**config.mk**
```make
export PLATFORM = sky130hd
export DESIGN_NAME = log_record_block_framer
export DESIGN_NICKNAME = d
export VERILOG_FILES = /design/src/lrbf_pkg.sv /design/src/lrbf_front.sv /design/src/lrbf_cmd_fifo.sv /design/src/lrbf_back.sv /design/src/log_record_block_framer.sv
export SDC_FILE = /design/constraint.sdc
export NUM_CORES = 1
export LEC_CHECK = 0
export BUFFER_PORTS_ARGS = -buffer_cell sky130_fd_sc_hd__buf_2
export CAP_MARGIN = 10
export CORE_ASPECT_RATIO = 1.5
export CORE_UTILIZATION = 66
export CTS_BUF_LIST = sky130_fd_sc_hd__clkbuf_16
export CTS_CLUSTER_SIZE = 8
export DETAILED_ROUTE_END_ITERATION = 8
export GPL_TIMING_DRIVEN = 0
export PLACE_DENSITY_LB_ADDON = 0.2
export SLEW_MARGIN = 30
export SYNTH_ARGS = -nofsm -noshare
export SYNTH_HDL_FRONTEND = slang
export SYNTH_SLANG_ARGS = --single-unit
```
**constraint.sdc**
```tcl
create_clock -name clk -period 36.5 [get_ports clk]
set_input_delay 1.825 -clock clk [delete_from_list [all_inputs] [get_ports clk]]
set_output_delay 1.825 -clock clk [all_outputs]
set_load 0.02 [all_outputs]
```
**src/lrbf_pkg.sv**
```systemverilog
// Shared types, constants and framing helper for the log record block framer.
`default_nettype none
package lrbf_pkg;

  // Block geometry
  localparam int BLOCK_SIZE = 32768;
  localparam int HDR_LEN    = 7;
  localparam int OFS_W      = $clog2(BLOCK_SIZE + 1);
  localparam int LEN_W      = 16;

  // Command queue between front and back
  localparam int QDEPTH = 4;
  localparam int QPTR_W = $clog2(QDEPTH);
  localparam int QCNT_W = $clog2(QDEPTH + 1);

  // Input opcodes
  localparam logic [1:0] OP_START_SEQ   = 2'd0;
  localparam logic [1:0] OP_START_UNSEQ = 2'd1;
  localparam logic [1:0] OP_PAYLOAD     = 2'd2;

  // Fragment types carried in the header
  localparam logic [7:0] FRAG_FULL   = 8'd1;
  localparam logic [7:0] FRAG_FIRST  = 8'd2;
  localparam logic [7:0] FRAG_MIDDLE = 8'd3;
  localparam logic [7:0] FRAG_LAST   = 8'd4;

  // Header filler in place of a checksum, and pad byte
  localparam logic [7:0] CRC_FILL = 8'h61;
  localparam logic [7:0] PAD_BYTE = 8'h00;

  typedef struct packed {
    logic [1:0]  opcode;
    logic [23:0] data_value;
    logic [30:0] seq_number;
    logic [30:0] epoch_number;
  } in_item_t;

  typedef struct packed {
    logic [7:0]  out_byte;
    logic        out_last;
    logic        eof_flag;
    logic [31:0] file_size;
    logic [30:0] last_sequence;
    logic [30:0] min_sequence;
    logic [30:0] current_epoch;
  } out_item_t;

  // Status snapshot that rides along with each command
  typedef struct packed {
    logic        eof_flag;
    logic [31:0] file_size;
    logic [30:0] last_sequence;
    logic [30:0] min_sequence;
    logic [30:0] current_epoch;
  } stat_t;

  // One classified item: optional payload byte, padding, up to two headers
  typedef struct packed {
    logic             has_byte;
    logic [7:0]       pay_byte;
    logic [2:0]       pad_cnt;
    logic [1:0]       hdr_cnt;
    logic [LEN_W-1:0] len0;
    logic [7:0]       type0;
    logic [LEN_W-1:0] len1;
    logic [7:0]       type1;
    stat_t            stat;
  } cmd_t;

  // Result of opening one fragment
  typedef struct packed {
    logic [2:0]       pad;
    logic [LEN_W-1:0] len;
    logic [7:0]       ftype;
    logic [OFS_W-1:0] off_nxt;
  } frag_plan_t;

  // Back-end sequencer phases
  typedef enum logic [1:0] {
    BK_START,
    BK_BYTE,
    BK_PAD,
    BK_HDR
  } bk_phase_t;

  // Pad the block tail if a header no longer fits, then open one fragment
  function automatic frag_plan_t open_frag(input logic [OFS_W-1:0] off,
                                           input logic [23:0] rec,
                                           input logic first_f);
    frag_plan_t       p;
    logic [OFS_W-1:0] leftover;
    logic [OFS_W-1:0] off0;
    logic [OFS_W-1:0] avail;
    logic             last_f;
    leftover = (off > OFS_W'(BLOCK_SIZE)) ? '0 : (OFS_W'(BLOCK_SIZE) - off);
    if (leftover < OFS_W'(HDR_LEN)) begin
      p.pad = 3'(leftover);
      off0  = '0;
    end else begin
      p.pad = 3'd0;
      off0  = off;
    end
    avail  = OFS_W'(BLOCK_SIZE - HDR_LEN) - off0;
    p.len  = (32'(rec) < 32'(avail)) ? LEN_W'(rec) : LEN_W'(avail);
    last_f = (32'(rec) == 32'(p.len));
    if (first_f && last_f) p.ftype = FRAG_FULL;
    else if (first_f)      p.ftype = FRAG_FIRST;
    else if (last_f)       p.ftype = FRAG_LAST;
    else                   p.ftype = FRAG_MIDDLE;
    p.off_nxt = off0 + OFS_W'(HDR_LEN);
    return p;
  endfunction

endpackage
`default_nettype wire

```
**src/lrbf_front.sv**
```systemverilog
// Front end: accepts items, keeps framing and status state, emits commands.
`default_nettype none
module lrbf_front (
  input  wire logic               clk,
  input  wire logic               rst_n,
  input  wire logic               in_valid,
  output logic                    in_ready,
  input  wire lrbf_pkg::in_item_t in_item,
  input  wire logic               cfg_wr_en,
  input  wire logic [31:0]        cfg_wr_data,
  input  wire logic               q_full,
  output logic                    q_push,
  output lrbf_pkg::cmd_t          q_cmd
);

  logic [31:0]                 max_log_size_r;
  logic [lrbf_pkg::OFS_W-1:0]  off_r, off_nxt;
  logic [23:0]                 rec_r, rec_nxt;
  logic [lrbf_pkg::LEN_W-1:0]  frag_r, frag_nxt;
  logic [31:0]                 total_r, total_nxt;
  logic                        eof_r, eof_nxt;
  logic                        min_seen_r, min_seen_nxt;
  logic [30:0]                 min_seq_r, min_seq_nxt;
  logic [30:0]                 last_seq_r, last_seq_nxt;
  logic [30:0]                 epoch_r, epoch_nxt;

  logic                        accept;
  logic                        is_start;
  logic                        is_pay;
  logic [32:0]                 sum;
  logic [lrbf_pkg::OFS_W-1:0]  off_a;
  logic [23:0]                 rec_a;
  logic [lrbf_pkg::LEN_W-1:0]  frag_a;
  logic [lrbf_pkg::OFS_W-1:0]  base_off;
  logic [23:0]                 base_rec;
  logic                        open_f;
  logic                        need2;
  lrbf_pkg::frag_plan_t        p0, p1;

  assign in_ready = !q_full;
  assign accept   = in_valid && in_ready;
  assign is_start = (in_item.opcode == lrbf_pkg::OP_START_SEQ) ||
                    (in_item.opcode == lrbf_pkg::OP_START_UNSEQ);
  assign is_pay   = (in_item.opcode == lrbf_pkg::OP_PAYLOAD) &&
                    (rec_r != '0) && (frag_r != '0);

  // Payload byte advance
  assign off_a  = off_r + lrbf_pkg::OFS_W'(1);
  assign rec_a  = rec_r - 24'd1;
  assign frag_a = frag_r - lrbf_pkg::LEN_W'(1);

  // Fragment opening: a start always opens, a payload byte at a fragment end does
  assign base_off = is_start ? off_r : off_a;
  assign base_rec = is_start ? in_item.data_value : rec_a;
  assign open_f   = is_start || ((frag_a == '0) && (rec_a != '0));
  assign p0       = lrbf_pkg::open_frag(base_off, base_rec, is_start);
  assign need2    = (p0.len == '0) && (base_rec != '0);
  assign p1       = lrbf_pkg::open_frag(p0.off_nxt, base_rec, 1'b0);

  // Saturating file size
  assign sum = {1'b0, total_r} + 33'(in_item.data_value);

  // Next-state logic
  always_comb begin
    off_nxt      = off_r;
    rec_nxt      = rec_r;
    frag_nxt     = frag_r;
    total_nxt    = total_r;
    eof_nxt      = eof_r;
    min_seen_nxt = min_seen_r;
    min_seq_nxt  = min_seq_r;
    last_seq_nxt = last_seq_r;
    epoch_nxt    = epoch_r;
    if (is_start) begin
      total_nxt = sum[32] ? 32'hFFFF_FFFF : sum[31:0];
      eof_nxt   = eof_r || (total_nxt >= max_log_size_r);
      if (in_item.opcode == lrbf_pkg::OP_START_SEQ) begin
        if (!min_seen_r) begin
          min_seen_nxt = 1'b1;
          min_seq_nxt  = in_item.seq_number;
        end
        last_seq_nxt = in_item.seq_number;
        epoch_nxt    = in_item.epoch_number;
      end
      rec_nxt  = in_item.data_value;
      off_nxt  = need2 ? p1.off_nxt : p0.off_nxt;
      frag_nxt = need2 ? p1.len : p0.len;
    end else if (is_pay) begin
      rec_nxt = rec_a;
      if (open_f) begin
        off_nxt  = need2 ? p1.off_nxt : p0.off_nxt;
        frag_nxt = need2 ? p1.len : p0.len;
      end else begin
        off_nxt  = off_a;
        frag_nxt = frag_a;
      end
    end
  end

  // Command build
  always_comb begin
    q_push                   = accept && (is_start || is_pay);
    q_cmd.has_byte           = !is_start;
    q_cmd.pay_byte           = in_item.data_value[7:0];
    q_cmd.pad_cnt            = open_f ? p0.pad : 3'd0;
    q_cmd.hdr_cnt            = !open_f ? 2'd0 : (need2 ? 2'd2 : 2'd1);
    q_cmd.len0               = p0.len;
    q_cmd.type0              = p0.ftype;
    q_cmd.len1               = p1.len;
    q_cmd.type1              = p1.ftype;
    q_cmd.stat.eof_flag      = eof_nxt;
    q_cmd.stat.file_size     = total_nxt;
    q_cmd.stat.last_sequence = last_seq_nxt;
    q_cmd.stat.min_sequence  = min_seq_nxt;
    q_cmd.stat.current_epoch = epoch_nxt;
  end

  // State registers
  always_ff @(posedge clk) begin
    if (!rst_n) begin
      max_log_size_r <= 32'd67108864;
      off_r          <= '0;
      rec_r          <= '0;
      frag_r         <= '0;
      total_r        <= '0;
      eof_r          <= 1'b0;
      min_seen_r     <= 1'b0;
      min_seq_r      <= '0;
      last_seq_r     <= '0;
      epoch_r        <= '0;
    end else begin
      if (cfg_wr_en) max_log_size_r <= cfg_wr_data;
      if (accept) begin
        off_r      <= off_nxt;
        rec_r      <= rec_nxt;
        frag_r     <= frag_nxt;
        total_r    <= total_nxt;
        eof_r      <= eof_nxt;
        min_seen_r <= min_seen_nxt;
        min_seq_r  <= min_seq_nxt;
        last_seq_r <= last_seq_nxt;
        epoch_r    <= epoch_nxt;
      end
    end
  end

endmodule
`default_nettype wire

```
**src/lrbf_cmd_fifo.sv**
```systemverilog
// Small command queue between the front and back ends.
`default_nettype none
module lrbf_cmd_fifo (
  input  wire logic           clk,
  input  wire logic           rst_n,
  input  wire logic           push,
  input  wire lrbf_pkg::cmd_t push_cmd,
  output logic                full,
  input  wire logic           pop,
  output logic                head_valid,
  output lrbf_pkg::cmd_t      head_cmd
);

  lrbf_pkg::cmd_t              ent_r [lrbf_pkg::QDEPTH];
  logic [lrbf_pkg::QPTR_W-1:0] wr_ptr_r, wr_ptr_nxt;
  logic [lrbf_pkg::QPTR_W-1:0] rd_ptr_r, rd_ptr_nxt;
  logic [lrbf_pkg::QCNT_W-1:0] cnt_r, cnt_nxt;
  logic                        do_push;
  logic                        do_pop;

  assign full       = (cnt_r == lrbf_pkg::QCNT_W'(lrbf_pkg::QDEPTH));
  assign head_valid = (cnt_r != '0);
  assign head_cmd   = ent_r[rd_ptr_r];
  assign do_push    = push && !full;
  assign do_pop     = pop && head_valid;

  // Pointer and count update
  always_comb begin
    wr_ptr_nxt = wr_ptr_r;
    rd_ptr_nxt = rd_ptr_r;
    cnt_nxt    = cnt_r;
    if (do_push) begin
      wr_ptr_nxt = (wr_ptr_r == lrbf_pkg::QPTR_W'(lrbf_pkg::QDEPTH - 1)) ? '0 :
                   wr_ptr_r + lrbf_pkg::QPTR_W'(1);
    end
    if (do_pop) begin
      rd_ptr_nxt = (rd_ptr_r == lrbf_pkg::QPTR_W'(lrbf_pkg::QDEPTH - 1)) ? '0 :
                   rd_ptr_r + lrbf_pkg::QPTR_W'(1);
    end
    if (do_push && !do_pop)      cnt_nxt = cnt_r + lrbf_pkg::QCNT_W'(1);
    else if (do_pop && !do_push) cnt_nxt = cnt_r - lrbf_pkg::QCNT_W'(1);
  end

  always_ff @(posedge clk) begin
    if (!rst_n) begin
      wr_ptr_r <= '0;
      rd_ptr_r <= '0;
      cnt_r    <= '0;
    end else begin
      wr_ptr_r <= wr_ptr_nxt;
      rd_ptr_r <= rd_ptr_nxt;
      cnt_r    <= cnt_nxt;
    end
  end

  // Entry storage, no reset needed
  always_ff @(posedge clk) begin
    if (do_push) ent_r[wr_ptr_r] <= push_cmd;
  end

endmodule
`default_nettype wire

```
**src/lrbf_back.sv**
```systemverilog
// Back end: expands queued commands into the output byte stream.
`default_nettype none
module lrbf_back (
  input  wire logic                clk,
  input  wire logic                rst_n,
  input  wire logic                head_valid,
  input  wire lrbf_pkg::cmd_t      head_cmd,
  output logic                     pop,
  output logic                     out_valid,
  input  wire logic                out_ready,
  output lrbf_pkg::out_item_t      out_item
);

  lrbf_pkg::bk_phase_t phase_r, phase_nxt;
  lrbf_pkg::bk_phase_t eff;
  logic [2:0]          cnt_r, cnt_nxt;
  logic                sel_r, sel_nxt;
  logic                out_valid_r;
  lrbf_pkg::out_item_t out_item_r;
  logic                emit;
  logic                finish;
  logic [7:0]          byte_v;
  logic [lrbf_pkg::LEN_W-1:0] hlen;
  logic [7:0]          htype;

  assign emit  = head_valid && (!out_valid_r || out_ready);
  assign hlen  = sel_r ? head_cmd.len1 : head_cmd.len0;
  assign htype = sel_r ? head_cmd.type1 : head_cmd.type0;

  // Sequencer: next phase and byte selection
  always_comb begin
    phase_nxt = phase_r;
    cnt_nxt   = cnt_r;
    sel_nxt   = sel_r;
    finish    = 1'b0;
    byte_v    = lrbf_pkg::PAD_BYTE;
    eff       = phase_r;
    if (phase_r == lrbf_pkg::BK_START) begin
      if (head_cmd.has_byte)            eff = lrbf_pkg::BK_BYTE;
      else if (head_cmd.pad_cnt != '0)  eff = lrbf_pkg::BK_PAD;
      else                              eff = lrbf_pkg::BK_HDR;
    end
    unique case (eff)
      lrbf_pkg::BK_BYTE: begin
        byte_v = head_cmd.pay_byte;
        cnt_nxt = 3'd0;
        sel_nxt = 1'b0;
        if (head_cmd.pad_cnt != '0)      phase_nxt = lrbf_pkg::BK_PAD;
        else if (head_cmd.hdr_cnt != '0) phase_nxt = lrbf_pkg::BK_HDR;
        else                             finish = 1'b1;
      end
      lrbf_pkg::BK_PAD: begin
        byte_v = lrbf_pkg::PAD_BYTE;
        if (cnt_r == head_cmd.pad_cnt - 3'd1) begin
          cnt_nxt = 3'd0;
          sel_nxt = 1'b0;
          if (head_cmd.hdr_cnt != '0) phase_nxt = lrbf_pkg::BK_HDR;
          else                        finish = 1'b1;
        end else begin
          phase_nxt = lrbf_pkg::BK_PAD;
          cnt_nxt   = cnt_r + 3'd1;
        end
      end
      lrbf_pkg::BK_HDR: begin
        unique case (cnt_r)
          3'd4:    byte_v = hlen[7:0];
          3'd5:    byte_v = hlen[15:8];
          3'd6:    byte_v = htype;
          default: byte_v = lrbf_pkg::CRC_FILL;
        endcase
        phase_nxt = lrbf_pkg::BK_HDR;
        if (cnt_r == 3'(lrbf_pkg::HDR_LEN - 1)) begin
          cnt_nxt = 3'd0;
          if (!sel_r && (head_cmd.hdr_cnt == 2'd2)) sel_nxt = 1'b1;
          else                                      finish = 1'b1;
        end else begin
          cnt_nxt = cnt_r + 3'd1;
        end
      end
      default: begin
        byte_v = lrbf_pkg::PAD_BYTE;
      end
    endcase
    if (finish) begin
      phase_nxt = lrbf_pkg::BK_START;
      cnt_nxt   = 3'd0;
      sel_nxt   = 1'b0;
    end
  end

  assign pop = emit && finish;

  // Sequencer state
  always_ff @(posedge clk) begin
    if (!rst_n) begin
      phase_r <= lrbf_pkg::BK_START;
      cnt_r   <= 3'd0;
      sel_r   <= 1'b0;
    end else if (emit) begin
      phase_r <= phase_nxt;
      cnt_r   <= cnt_nxt;
      sel_r   <= sel_nxt;
    end
  end

  // Output register
  always_ff @(posedge clk) begin
    if (!rst_n) begin
      out_valid_r <= 1'b0;
    end else if (emit) begin
      out_valid_r <= 1'b1;
    end else if (out_ready) begin
      out_valid_r <= 1'b0;
    end
  end

  always_ff @(posedge clk) begin
    if (emit) begin
      out_item_r.out_byte      <= byte_v;
      out_item_r.out_last      <= finish;
      out_item_r.eof_flag      <= head_cmd.stat.eof_flag;
      out_item_r.file_size     <= head_cmd.stat.file_size;
      out_item_r.last_sequence <= head_cmd.stat.last_sequence;
      out_item_r.min_sequence  <= head_cmd.stat.min_sequence;
      out_item_r.current_epoch <= head_cmd.stat.current_epoch;
    end
  end

  assign out_valid = out_valid_r;
  assign out_item  = out_item_r;

endmodule
`default_nettype wire

```
**src/log_record_block_framer.sv**
```systemverilog
// Top level of the log record block framer.
//
//   channel  ports                              payload
//   in       in_valid / in_ready                in_item   (lrbf_pkg::in_item_t)
//   out      out_valid / out_ready              out_item  (lrbf_pkg::out_item_t)
//   cfg      cfg_wr_en (no wait)                cfg_wr_data (max_log_size)
//
// Each output transfer carries one byte, so payload streams at one item per clock
// while out_ready is high and no header is due; a byte that closes a fragment
// mid-record adds any block padding and the next 7-byte header (or two). A start
// item emits padding plus one or two headers, and no payload byte.
// A 4-entry command queue lets the front keep accepting while the back drains.
// rst_n is synchronous, active low; out_ready low holds the output register.
`default_nettype none
module log_record_block_framer (
  input  wire logic                clk,
  input  wire logic                rst_n,
  input  wire logic                in_valid,
  output logic                     in_ready,
  input  wire lrbf_pkg::in_item_t  in_item,
  output logic                     out_valid,
  input  wire logic                out_ready,
  output lrbf_pkg::out_item_t      out_item,
  input  wire logic                cfg_wr_en,
  input  wire logic [31:0]         cfg_wr_data
);

  logic           q_push;
  logic           q_full;
  logic           q_pop;
  logic           q_head_valid;
  lrbf_pkg::cmd_t q_push_cmd;
  lrbf_pkg::cmd_t q_head_cmd;

  lrbf_front u_front (
    .clk         (clk),
    .rst_n       (rst_n),
    .in_valid    (in_valid),
    .in_ready    (in_ready),
    .in_item     (in_item),
    .cfg_wr_en   (cfg_wr_en),
    .cfg_wr_data (cfg_wr_data),
    .q_full      (q_full),
    .q_push      (q_push),
    .q_cmd       (q_push_cmd)
  );

  lrbf_cmd_fifo u_fifo (
    .clk        (clk),
    .rst_n      (rst_n),
    .push       (q_push),
    .push_cmd   (q_push_cmd),
    .full       (q_full),
    .pop        (q_pop),
    .head_valid (q_head_valid),
    .head_cmd   (q_head_cmd)
  );

  lrbf_back u_back (
    .clk        (clk),
    .rst_n      (rst_n),
    .head_valid (q_head_valid),
    .head_cmd   (q_head_cmd),
    .pop        (q_pop),
    .out_valid  (out_valid),
    .out_ready  (out_ready),
    .out_item   (out_item)
  );

endmodule
`default_nettype wire
```
==> results.sh <==
export IMPL_synthSimpleGateAreaFrac_pct=9.352
export IMPL_route_vias_total=34349
export IMPL_yosys_area_top_type="edfxtp_1"
export IMPL_most_common_layout_cells="843 x edfxtp_1, 358 x nand2_1, 272 x buf_2"
export IMPL_path_clk_slew_ns=0.05
export IMPL_cts_resized=0
export IMPL_boundaryPins=262
export IMPL_die_x_um=224.1
export IMPL_p_per_area_nw_per_um2=68.87
export IMPL_fin_cells=5194
export IMPL_finish_utilization_pct=77.36
export IMPL_wirelength_um=142900
export IMPL_synth_flop_cell="edfxtp_1"
export IMPL_dieArea_um2=75120
export IMPL_die_h_um=335.2
export IMPL_viasPerCell=6.613
export IMPL_h_tree_depth=4
export IMPL_cp_startpoint="in_item[87]"
export IMPL_status="completed"
export IMPL_slowest_delay_ns=0.76
export IMPL_core_area_um2=72970
export IMPL_crit_fanout=10
export IMPL_dp_hpwl_um=95580
export IMPL_dp_slack_ns=20.55
export IMPL_critPathKind="in2reg"
export IMPL_grt_pass1_vias=35045
export IMPL_initial_core_util_pct=66.94
export IMPL_fin_crit_sh_pct=42.78
export IMPL_synth_seq_cells=1074
export IMPL_r2r_start="u_front.off_r[0]$_SDFFE_PN0P_"
export IMPL_cts_hold_buffers=0
export IMPL_area_growth_pct=15.58
export IMPL_insertion_delay_ns=0.74
export IMPL_layout_drive_gt1_share_pct=20.98
export IMPL_gp_congestion=1.002
export IMPL_wl_per_cell_um=27.51
export IMPL_min_delay_start="u_front.min_seq_r[20]$_SDFFE_PN0P_"
export IMPL_min_path_type="reg2reg"
export IMPL_cts_sinks=1074
export IMPL_drc_errors=0
export IMPL_antenna_found_initial=4
export IMPL_synthMuxAreaShare_pct=12.57
export IMPL_p_leak_nw=20.16
export IMPL_drtIter0Drc=3848
export IMPL_hold_violations=0
export IMPL_placed_cells=4912
export IMPL_tritoncts="built"
export IMPL_yosysWarnings=0
export IMPL_synth_top_family_by_area="multiplexers"
export IMPL_final_common_cell="edfxtp_1"
export IMPL_synthTopCellsByArea="edfxtp_1 52%, dfxtp_1 9.5%, mux4_2 8.2%, mux2_2 3.2%, ha_1 2.9%"
export IMPL_ir_drop_mv=0.06963
export IMPL_numPortBuffers=259
export IMPL_crit_slowest_cell="a21boi_0"
export IMPL_final_antenna_net_count=0
export IMPL_setup_tns_final_ns=0
export IMPL_async_flop_share_pct=0
export IMPL_root_buffer="clkbuf_16"
export IMPL_grt_overflow=0
export IMPL_relSlewSlack_pct=25.41
export IMPL_cts_buffer_depth=3
export IMPL_synth_area_um2=48850
export IMPL_netlist_instances=3647
export IMPL_yosysSeqAreaShare_pct=61.29
export IMPL_grt_pass1_wl_um=212500
export IMPL_post_cts_setup_buffers=0
export IMPL_max_cap_viol_count=0
export IMPL_worst_ep_arrival_time_ns=16.04
export IMPL_first_pass_iters=6
export IMPL_synth_xor_area_share_pct=2.546
export IMPL_worst_pin_slew_ns=1.111
export IMPL_worst_ep_required_time_ns=36.92
export IMPL_cp_start_kind="input pin"
export IMPL_synth_fa_ha_area_share_pct=2.977
export IMPL_track_usage_pct=38.58
export IMPL_clock_fmax_ghz=0.06404
export IMPL_synth_enable_flop_cells=843
export IMPL_crit_path_end_kind="flip-flop"
export IMPL_synth_nets=3887
export IMPL_grt_start_max_net_pins=64
export IMPL_maxSlewViolCount=0
export IMPL_synth_top_area_share_pct=51.83
export IMPL_cp_common_cell="nor2_1"
export IMPL_layout_setup_ws_ns=20.89
export IMPL_nets=4322
export IMPL_cts_buffers=152
export IMPL_setup_violations=0
export IMPL_ys_types=112
export IMPL_row_count=121
export IMPL_synth_area_per_cell_um2=13.39
export IMPL_finClkSkew_ns=0.04095
export IMPL_synth_compound_area_share_pct=8.479
export IMPL_min_period_ns=15.61
export IMPL_rsz0062_at_grt="false"
==> cell families after synthesis <==
kind of cell / Yosys count
AO/OA/AOI/OAI: 644
XOR/XNOR: 133
adder cells (fa/ha/maj): 115
buffers and inverters: 334
flip-flops: 1074
multiplexers: 375
AND/OR/NAND/NOR: 972
==> registers in the layout, summed over array words and instances (netlist names), named ones only <==
signal and cells:
u_back.phase_r 2, u_fifo.wr_ptr_r 2, u_back.cnt_r 3, u_front.last_seq_r 31
u_fifo.ent_r 708, u_front.frag_r 16, u_back.out_valid 1, u_front.epoch_r 31
u_front.min_seen_r 1, u_front.rec_r 24, u_fifo.rd_ptr_r 2, u_front.max_log_size_r 32
u_fifo.cnt_r 3, u_back.sel_r 1, u_back.out_item 135, u_front.off_r 16
u_front.min_seq_r 31, u_front.total_r 32, u_front.eof_r 1
==> critical path, delay by kind of cell <==
| family | cells | cell delay, ns |
|---|---|---|
| and+or+nand+nor | 17 | 4.37 |
| AOI/OAI and AO/OA | 14 | 4.23 |
| buffers and inverters | 14 | 3.79 |
| adders and majority gates | 4 | 0.81 |
| muxes | 1 | 0.48 |
| xor gates and xnor gates | 1 | 0.45 |
==> synth_stat cells (all sizes together) (32+ instances only) <==
cell	count
a31oi	32
ha	113
nand4	34
buf	65
mux4	177
clkbuf	137
xor2	41
nor2	266
a21o	35
nand2	360
xnor2	92
mux2i	60
inv	129
a211oi	36
mux2	138
nor3	84
nand3	47
a21oi	245
dfxtp	231
o21ai	114
edfxtp	843
==> metal layers <==
metal | share of wire (%) | up-vias | wire length, um | track usage, %
met5 | 0.021 | - | 30 | 0
met4 | 7.6 | 4 | 10930 | 26.64
met3 | 8.0 | 607 | 11400 | 7.210
met2 | 51 | 2154 | 72180 | 66.26
met1 | 34 | 16861 | 48340 | 43.53
li1 | - | 14723 | - | -
==> final cells by class <==
cell class	count	area (um^2)
flip-flops and latches	1074	29940
multi-input cells	2239	17620
fillers	4336	16520
clock buffers	155	3879
repair buffers	281	1772
well taps	984	1231
plain buffers	202	878.3
clock inverters	126	633.1
inverters	132	503.0
diodes	1	2.502
==> through the flow <==
stage	area [um^2]	hold slack [ns]	power, mW
3_5_place_dp	51920	0.4450	2.582
3_3_place_gp	51370	0.4388	2.580
4_1_cts	56430	0.4523	3.875
5_1_grt	56450	0.4686	4.011
6_report	56450	0.4519	3.888
2_1_floorplan	48850	0.4338	2.252
==> report_power, final <==
group	internal, mW	leakage (nW)	switching, mW
registers	1.56	9.68	0.0754
clock network	0.765	2.60	0.526
logic	0.311	7.88	0.652
total	2.63	20.2	1.25
==> final timing paths <==
check,endpoint,slack (ns),cells past startpoint
worst max register to register,u_fifo.ent_r[3][144]$_DFFE_PP_,22.10,49
worst max-delay path,u_fifo.ent_r[3][144]$_DFFE_PP_,20.89,51
worst min register to register,u_front.min_seq_r[20]$_SDFFE_PN0P_,0.45,2
worst min-delay path,u_front.min_seq_r[20]$_SDFFE_PN0P_,0.45,2
No activity file was read; power rests on OpenSTA's default activity.
